$ cat src/hw/rtl/mmte_pkg.sv
package mmte_pkg;

  // Default sizes
  localparam int NUM_EFFECTS_DEF    = 32;
  localparam int MAX_BYTES_DEF      = 16;
  localparam int CHECKSUM_START_DEF = 5;

  // Queue depths
  localparam int CMD_DEPTH_DEF = 4;
  localparam int OUT_DEPTH_DEF = 4;

  // Input action codes
  localparam logic [1:0] ACT_WRITE_WORD   = 2'd0;
  localparam logic [1:0] ACT_WRITE_LENGTH = 2'd1;
  localparam logic [1:0] ACT_GENERATE     = 2'd2;

  // Template word kinds, bits 9:8
  localparam logic [1:0] KIND_LITERAL  = 2'd0;
  localparam logic [1:0] KIND_CHANNEL  = 2'd1;
  localparam logic [1:0] KIND_VALUE    = 2'd2;
  localparam logic [1:0] KIND_CHECKSUM = 2'd3;

  typedef enum logic [1:0] {
    CMD_WORD,
    CMD_LENGTH,
    CMD_GENERATE
  } cmd_kind_t;

  // Command queued from front to back; length is already saturated.
  typedef struct packed {
    cmd_kind_t   kind;
    logic [4:0]  effect;
    logic [3:0]  position;
    logic [9:0]  word;
    logic [4:0]  length;
    logic [3:0]  channel;
    logic [7:0]  value;
  } cmd_t;

  typedef struct packed {
    logic [7:0] data;
    logic [3:0] position;
    logic       last;
  } result_t;

endpackage

$ cat src/hw/rtl/mmte_fifo.sv
module mmte_fifo import mmte_pkg::*; #(
  parameter int WIDTH = 8,
  parameter int DEPTH = CMD_DEPTH_DEF
) (
  input  logic                           clk,
  input  logic                           rst,
  input  logic                           push,
  input  logic [WIDTH-1:0]               wdata,
  output logic                           full,
  input  logic                           pop,
  output logic [WIDTH-1:0]               rdata,
  output logic                           empty,
  output logic [$clog2(DEPTH+1)-1:0]     count
);

  localparam int PTR_W = (DEPTH > 1) ? $clog2(DEPTH) : 1;
  localparam int CNT_W = $clog2(DEPTH + 1);

  logic [WIDTH-1:0] mem [DEPTH];
  logic [PTR_W-1:0] wr_ptr;
  logic [PTR_W-1:0] rd_ptr;
  logic             do_push;
  logic             do_pop;

  assign full    = (count == CNT_W'(DEPTH));
  assign empty   = (count == '0);
  assign do_push = push && !full;
  assign do_pop  = pop && !empty;
  assign rdata   = mem[rd_ptr];

  always_ff @(posedge clk) begin
    if (do_push) begin
      mem[wr_ptr] <= wdata;
    end
  end

  always_ff @(posedge clk) begin
    if (rst) begin
      wr_ptr <= '0;
      rd_ptr <= '0;
      count  <= '0;
    end else begin
      if (do_push) begin
        wr_ptr <= (wr_ptr == PTR_W'(DEPTH - 1)) ? '0 : wr_ptr + 1'b1;
      end
      if (do_pop) begin
        rd_ptr <= (rd_ptr == PTR_W'(DEPTH - 1)) ? '0 : rd_ptr + 1'b1;
      end
      if (do_push && !do_pop) begin
        count <= count + 1'b1;
      end else if (do_pop && !do_push) begin
        count <= count - 1'b1;
      end
    end
  end

endmodule

$ cat config.mk
export PLATFORM = sky130hd
export DESIGN_NAME = mmte_fifo
export DESIGN_NICKNAME = d
export VERILOG_FILES = /design/src/hw/rtl/mmte_pkg.sv /design/src/hw/rtl/mmte_fifo.sv
export SDC_FILE = /design/constraint.sdc
export NUM_CORES = 1
export LEC_CHECK = 0
export ABC_AREA = 1
export BUFFER_PORTS_ARGS = -buffer_cell sky130_fd_sc_hd__buf_4
export CAP_MARGIN = 20
export CORE_MARGIN = 2
export CORE_UTILIZATION = 49
export CTS_CLUSTER_DIAMETER = 60
export DETAILED_ROUTE_END_ITERATION = 10
export PLACE_DENSITY_LB_ADDON = 0.25
export SYNTH_ARGS = -nofsm -noshare
export SYNTH_HDL_FRONTEND = slang
export SYNTH_SLANG_ARGS = --single-unit
export TNS_END_PERCENT = 1
$ cat constraint.sdc
create_clock -name clk -period 1.57 [get_ports clk]
set_input_delay 0.314 -clock clk [delete_from_list [all_inputs] [get_ports clk]]
set_output_delay 0.314 -clock clk [all_outputs]
set_load 0.05 [all_outputs]
== Word-level counts from Yosys, hierarchy flattened ==
Memory sizes are Yosys's and may differ from the RTL's. A register that Yosys moved wholly into a read port is not among the register bits.
Cells that the tools add are included.
Word-level totals
  bits in registers: 7
  RAM bits: 32
  output and inout bits: 13
  memories: 1
Memory list
  mem: words 4, width 8, rd ports 1, clocked after Yosys merged registers in 1, write ports 1, line mmte_fifo.sv:19  | logic [WIDTH-1:0] mem [DEPTH];
Operators by class
  add/sub/neg operators: 4
  eq/ne operators: 3
  multiplexer cells: 8
  reductions and logical operators: 10
Operators with widths (number)
  $mux 2: 4
  $mux 3: 2
  $add 2x1->2 const B: 2
  $eq 2x2->1 const B: 2
  $logic_and 1x1->1: 4
  $logic_not 1->1: 4
  $add 3x1->3 const B: 1
  $eq 3x3->1 const B: 1
  $logic_not 3->1: 1
  $sub 3x1->3 const B: 1
  $mux 1: 2
  $reduce_bool 2->1: 1

== Longest topological paths before layout ==
Gate-level depths: netlist of run 1.
  depth after elaboration: 7
  depth in mapped cells: 13
  gate-level depth less buffers: 13

== Least setup slack after synthesis of run 1 ==
Ideal clock, no wire load.
  path kind: register -> register
  start point: reg count[0]
  end point: reg count[2]
  arrival: 1.916 ns
  data required time: 1.460 ns
  setup slack: -0.455 ns
  cell stages (with the launch flop): 14
  period minus slack after synthesis: 2.025 ns
  cells stage by stage: dfxtp_1 nor2_2 nand2_2 nand2_2 inv_1 ha_1 inv_1 fa_1 inv_1 nand2_1 nand3_1 nand2_1 inv_1 nor2_1
Between the ends
  longest elaborated chain between the ends: 6
  elaborated cells between the ends (all ways): 15
RTL lines
  start: declaration: line mmte_fifo.sv:13  | output logic [$clog2(DEPTH+1)-1:0] count
  start signal: assignment: line mmte_fifo.sv:50  | count <= count + 1'b1;
  start signal: assignment: line mmte_fifo.sv:52  | count <= count - 1'b1;
  $eq 3x3->1 *: line mmte_fifo.sv:25  | assign full = (count == CNT_W'(DEPTH));
  $logic_not 1->1 *: line mmte_fifo.sv:27  | assign do_push = push && !full;
  $logic_and 1x1->1 *: line mmte_fifo.sv:27
  named net do_push: line mmte_fifo.sv:22  | logic do_push;
  $logic_not 1->1: line mmte_fifo.sv:51  | end else if (do_pop && !do_push) begin
  $logic_and 1x1->1: line mmte_fifo.sv:51
  $reduce_bool 2->1 (no line)
The timed path passes the listed nets; every way through them passes the cells marked *. The select of a mux whose other input is x is not followed.
A chain may end at the register's enable or synchronous reset.

==> run summary, run 1 <==
layout cells sized above 1: 41.5%
P&R area growth vs syn: 33.1%
worst skew pair latency: 340 ps
Die X: 63.0 um
post-synthesis register bit count: 41
RSZ-0062 raised after global routing: true
port bufs: 24
final worst path period need: 1670 ps
largest net degree at the start of global routing: 17
Fin. Hold Viols: 0
final core occ: 68.0%
Final period util: 107%
drt first pass iters: 4
total power: 4230 uW
Psw: 1830 uW
Int Power: 2400 uW
hold_buf cts: 0
CTS H-tree depth: 2
Routed WL: 3230 um
half-perimeter wire length after placement: 2370 um
Clock Pin Slew Worst Setup and Hold Paths: 120 ps
dpl ws: -96.6 ps
Root Driver: clkbuf_4
synth top area cells: edfxtp_1 56%, dfxtp_1 11%, nor2_1 7.0%, ha_1 4.4%, o21ai_0 3.8%
Mapped Nets: 166
placed cells: 230
Slew Viols, Final: 0
startpoint class of the critical path: flop
DR iter-0 viols: 26
setup TNS: -675 ps
worst-margin pin slew: 195 ps
nets@finish: 213
number of buffers created by CTS: 5
vias after detailed routing: 1,178
DR WL/cell: 13.4 um
gr usage total: 18.5%
Hold Path Depth: 2
initial antenna violation count: 0
CTS tree: yes
Critical Path End Type: output port
hold crit path type: input port to flop
sequential power share: 35.5%
Switching Share: 43.3%
Max Buffers Root-to-Sink: 2
status: finished with violations
leakage: 0.000923 uW
Top FF cell, synth: edfxtp_1
core area: 0.00334 mm^2
combinational share of power: 52.7%
Die H: 63.0 um
I/O pin count: 25
critical path class: flop to output port
synthesized area: 0.00170 mm^2
CP required: 1260 ps
Non-Filler Instances: 241
arrival time at the worst endpoint: 1360 ps
pwr dens: 1860 mW/mm^2
antenna cells: 0
initial core utilization: 51.1%
Fmax achieved: 597 MHz
top-area cell type share of the netlist area: 56.4%
Placer Congestion: 0.743
dominant cell type by area after synthesis: edfxtp_1
wire length of the first global-routing pass: 5530 um
vias in the first global route: 1,248
fraction of registers with async set/reset: 0%
yosys warns: 0
Worst Reg2Reg Path Length in Cells: 12
Seq/Total Area, Yosys: 67.0%
grt ovf: 0
Rel. slew slack: 86.8%
Cell variety after synth: 20
Max FO, Critical Path: 6
Avg Cell Area, Syn: 11.6 um^2
violated checks: setup timing
worst setup slack after layout: -104 ps
number of antenna-violating nets in the routed design: 0
VDD IR max: 1.33 mV
Die Area: 0.00397 mm^2
num rows: 21
post-route DRC violation count: 0
final setup fails: 10
Post-Synthesis Cells: 147
clock sink count: 41
number of flops mapped to enable cells by yosys: 32
max_cap viols: 0
skew final: 11.6 ps
clock power share: 11.8%
vias per inst: 4.89
most frequent cells after synthesis: 32 x edfxtp_1, 32 x nor2_1, 17 x inv_1
==> what timing repair did <==
action                                  in CTS  in global routing
pin swaps                                    8                  7
endpoints found under the setup margin      12                 12
resized for setup                           34                 15
setup buffers                                2                  1
==> per-layer routing <==
metal / global-route usage (%) / vias up / part of all wire, %
met5: 0 / - / 0
met4: 8.06 / 0 / 1.9
met3: 5.95 / 6 / 5.0
met2: 33.6 / 30 / 56
met1: 19.4 / 543 / 37
li1: - / 599 / -
==> area by class of cell <==
| type | instances | area [um^2] |
|---|---|---|
| flip-flops and latches | 41 | 1160 |
| fillers | 271 | 1070 |
| multi-input cells | 86 | 552 |
| repair buffers | 42 | 364 |
| inverters | 18 | 80.1 |
| well taps | 46 | 57.6 |
| clock buffers | 5 | 37.5 |
| clock inverters | 3 | 17.5 |
==> sequential cells by signal (all words and copies together), names as in the netlist, named ones only <==
register,flops
wr_ptr,2
count,3
rd_ptr,2
mem,32
==> through the flow <==
step	instance area, um^2	hold WS (ps)
global route	2270	96.0
finish	2270	116
detailed placement	2060	478
CTS	2210	95.2
global placement	2060	478
floorplan	1730	377
==> critical path, stage by stage (launching register included) <==
cell and delay [ps]:
dfxtp_4 430, buf_6 150, o21ai_2 50, o22ai_1 170
buf_4 230
==> power by group through the flow <==
stage	combinational (uW)	clock [uW]	sequential, uW
2_1_floorplan	1200	0	1590
3_3_place_gp	1870	0	1480
3_5_place_dp	1930	0	1490
4_1_cts	2120	521	1490
5_1_grt	2390	569	1520
6_report	2230	499	1500
==> kinds of logic (layout without fill, tap and decap cells) <==
family                     count (synthesis)  in the layout  share of synthesized area [%]
xor gates and xnor gates                   1              1                          0.514
buffers and inverters                     20             68                           5.29
DFF                                       41             41                           67.0
AOI/OAI and AO/OA                         27             27                           9.18
and+or+nand+nor                           51             51                           12.5
adders and majority gates                  7              7                           5.58
==> layout by cell type, fill, tap and decap left out, types with 3 or more instances in the layout <==
cell	synthesis	routed
o21ai_1	1	3
edfxtp_1	32	32
o21ai_2	3	10
nand2_2	3	3
inv_1	17	13
clkbuf_4	0	5
dfxtp_4	0	5
o21ai_0	13	4
ha_1	6	5
o22ai_1	8	4
nor2_1	32	32
o22ai_2	0	4
dfxtp_1	9	4
buf_6	2	9
buf_4	0	31
nand2_1	11	10
==> final timing paths <==
path	from	endpoint	slack (ps)
max reg2reg	count[0]	count[2]	-10
min reg2reg	rd_ptr[1]	flop	540
max	flop	rdata[1]	-100
min	rst	count[0]	120
No activity file was read; power rests on OpenSTA's default activity.
==> run 2, diff against run 1 <==
Settings changed: PLACE_DENSITY set to 0.73, PLACE_DENSITY_LB_ADDON 0.25 to unset.
==> run 2 against run 1 <==
Effect of this change: clock skew grew 3.9 ps; fmax grew 0.37%; the flow still finishes with violations (setup timing); cell count shrank 0.83%; clock power grew 39%; core utilization shrank 0.26 points; final area shrank 0.39%; critical path type unchanged; worst setup slack gained 6.2 ps; sequential share of layout area grew 0.20 points; largest power group unchanged; non-clock buffer count shrank 2; critical path depth is the same; flip-flop and latch count is the same.
==> run summary, run 2 (synthesized netlist as in run 1, its figures left out) <==
status: finished with violations
top flop regs: mem: 32 flops, count: 3 flops
wire length of the first global-routing pass: 5180 um
vias in the first global route: 1,205
gr usage total: 17.6%
Largest Register: mem
worst setup slack after layout: -97.7 ps
Placed Area: 0.00204 mm^2
port bufs: 24
final worst path period need: 1670 ps
grt ovf: 0
Critical Path End Type: output port
placed cells: 228
max_cap viols: 0
Non-Filler Instances: 239
drt first pass iters: 4
cell area after layout: 0.00226 mm^2
Routed WL: 3250 um
layout cells sized above 1: 38.9%
crit-path max cell delay: 430 ps
number of antenna-violating nets in the routed design: 0
commonest non-fill, non-tap cells in the layout: 32 x edfxtp_1, 30 x nor2_1, 30 x buf_4
slowest cell on the critical path: dfxtp_4
largest net degree at the start of global routing: 17
CTS H-tree depth: 2
Worst Reg2Reg Path Length in Cells: 9
clock sink count: 41
Hold Path Depth: 2
CTS tree: yes
pwr dens: 1920 mW/mm^2
half-perimeter wire length after placement: 2140 um
nets@finish: 211
HP Start: rst
number of buffers created by CTS: 5
leakage: 0.000918 uW
Clock Pin Slew Worst Setup and Hold Paths: 120 ps
skew final: 15.5 ps
P&R area growth vs syn: 32.6%
vias per inst: 4.99
origin of the critical flop-to-flop path: count[0]
worst skew pair latency: 340 ps
DR WL/cell: 13.6 um
hold crit path type: input port to flop
Slew Viols, Final: 0
antenna cells: 0
Final period util: 106%
reg-to-reg slack, setup: -30 ps
initial core utilization: 51.1%
r2r endpoint: count[1]
Placer Congestion: 0.797
Largest register FFs: 32
Die X: 63.0 um
Die Area: 0.00397 mm^2
DR iter-0 viols: 38
initial antenna violation count: 0
worst-margin pin slew: 200 ps
final setup fails: 10
vias after detailed routing: 1,193
RSZ-0062 raised after global routing: true
critical path class: flop to output port
violated checks: setup timing
Max Buffers Root-to-Sink: 2
CP required: 1260 ps
commonest non-fill, non-tap cell in the layout: edfxtp_1
setup TNS: -689 ps
num rows: 21
CP cell instances: buf_6 > o21ai_2 > o22ai_1 > buf_4
final core occ: 67.7%
Layout fillers: 246
Fmax achieved: 600 MHz
post-route DRC violation count: 0
startpoint class of the critical path: flop
Min-Delay Endpoint: count[0]
Max FO, Critical Path: 6
Fin. Hold Viols: 0
arrival time at the worst endpoint: 1350 ps
Root Driver: clkbuf_4
dpl ws: -99.3 ps
Die H: 63.0 um
core area: 0.00334 mm^2
VDD IR max: 1.02 mV
Rel. slew slack: 86.7%
I/O pin count: 25
[run 2: cell types whose count changed in the layout (fill, tap and decap cells not counted), moves of 2 or more]
cell      change
clkinv_2      -2
o21ai_2       -2
o22ai_1       +2
nor2_1        -2
nor2_2        +2
o22ai_2       -2
inv_1         +2
[run 2: metal layers]
layer	GRT usage [%]	routed length [um]	up-vias
met5	0	0	-
met2	31.8	1760	28
met3	4.32	122	9
met4	9.17	79	0
li1	-	-	587
met1	18.8	1290	569
[run 2: through the flow]
| step | power, uW | hold WS (ps) |
|---|---|---|
| final | 4340 | 119 |
| after global routing | 4580 | 113 |
| after CTS | 4300 | 111 |
| after detailed placement | 3390 | 478 |
| after global placement | 3330 | 471 |
| after floorplan | 2790 | 377 |
[run 2: what timing repair did]
item / CTS / global route
hold endpoints to repair: 0 / 0
hold buffers: 0 / 0
resized for setup: 30 / 10
endpoints found under the setup margin: 12 / 12
setup buffers: 3 / 0
pin swaps: 9 / 8
[run 2: cell type report]
type	count	area (um^2)	share of cell area (%)
Inverter	18	75.1	3.32
Multi-Input combinational cell	86	537	23.8
Tap cell	46	57.6	2.55
Clock inverter	2	37.5	1.66
Clock buffer	6	51.3	2.27
Timing Repair Buffer	40	342	15.1
Sequential cell	41	1160	51.3
[run 2: worst max-delay path by stage]
stage	endpoint	slack [ps]	startpoint
after detailed placement	count[2]	-100	count[0]
after CTS	rdata[1]	-100	flop
after global routing	rdata[2]	-160	flop
final	rdata[5]	-100	flop
after global placement	count[1]	-10	count[0]
after floorplan	rdata[5]	-140	flop
[run 2: report_power, final]
group | switching (uW) | internal, uW
Sequential | 129 | 1370
Clock | 315 | 378
Combinational | 1350 | 802
Total | 1790 | 2550
[run 2: critical path, delay by kind of cell (launching register included)]
family          cells  cell delay (ps)
buf+inv             2              370
compound gates      2              210
flops               1              430
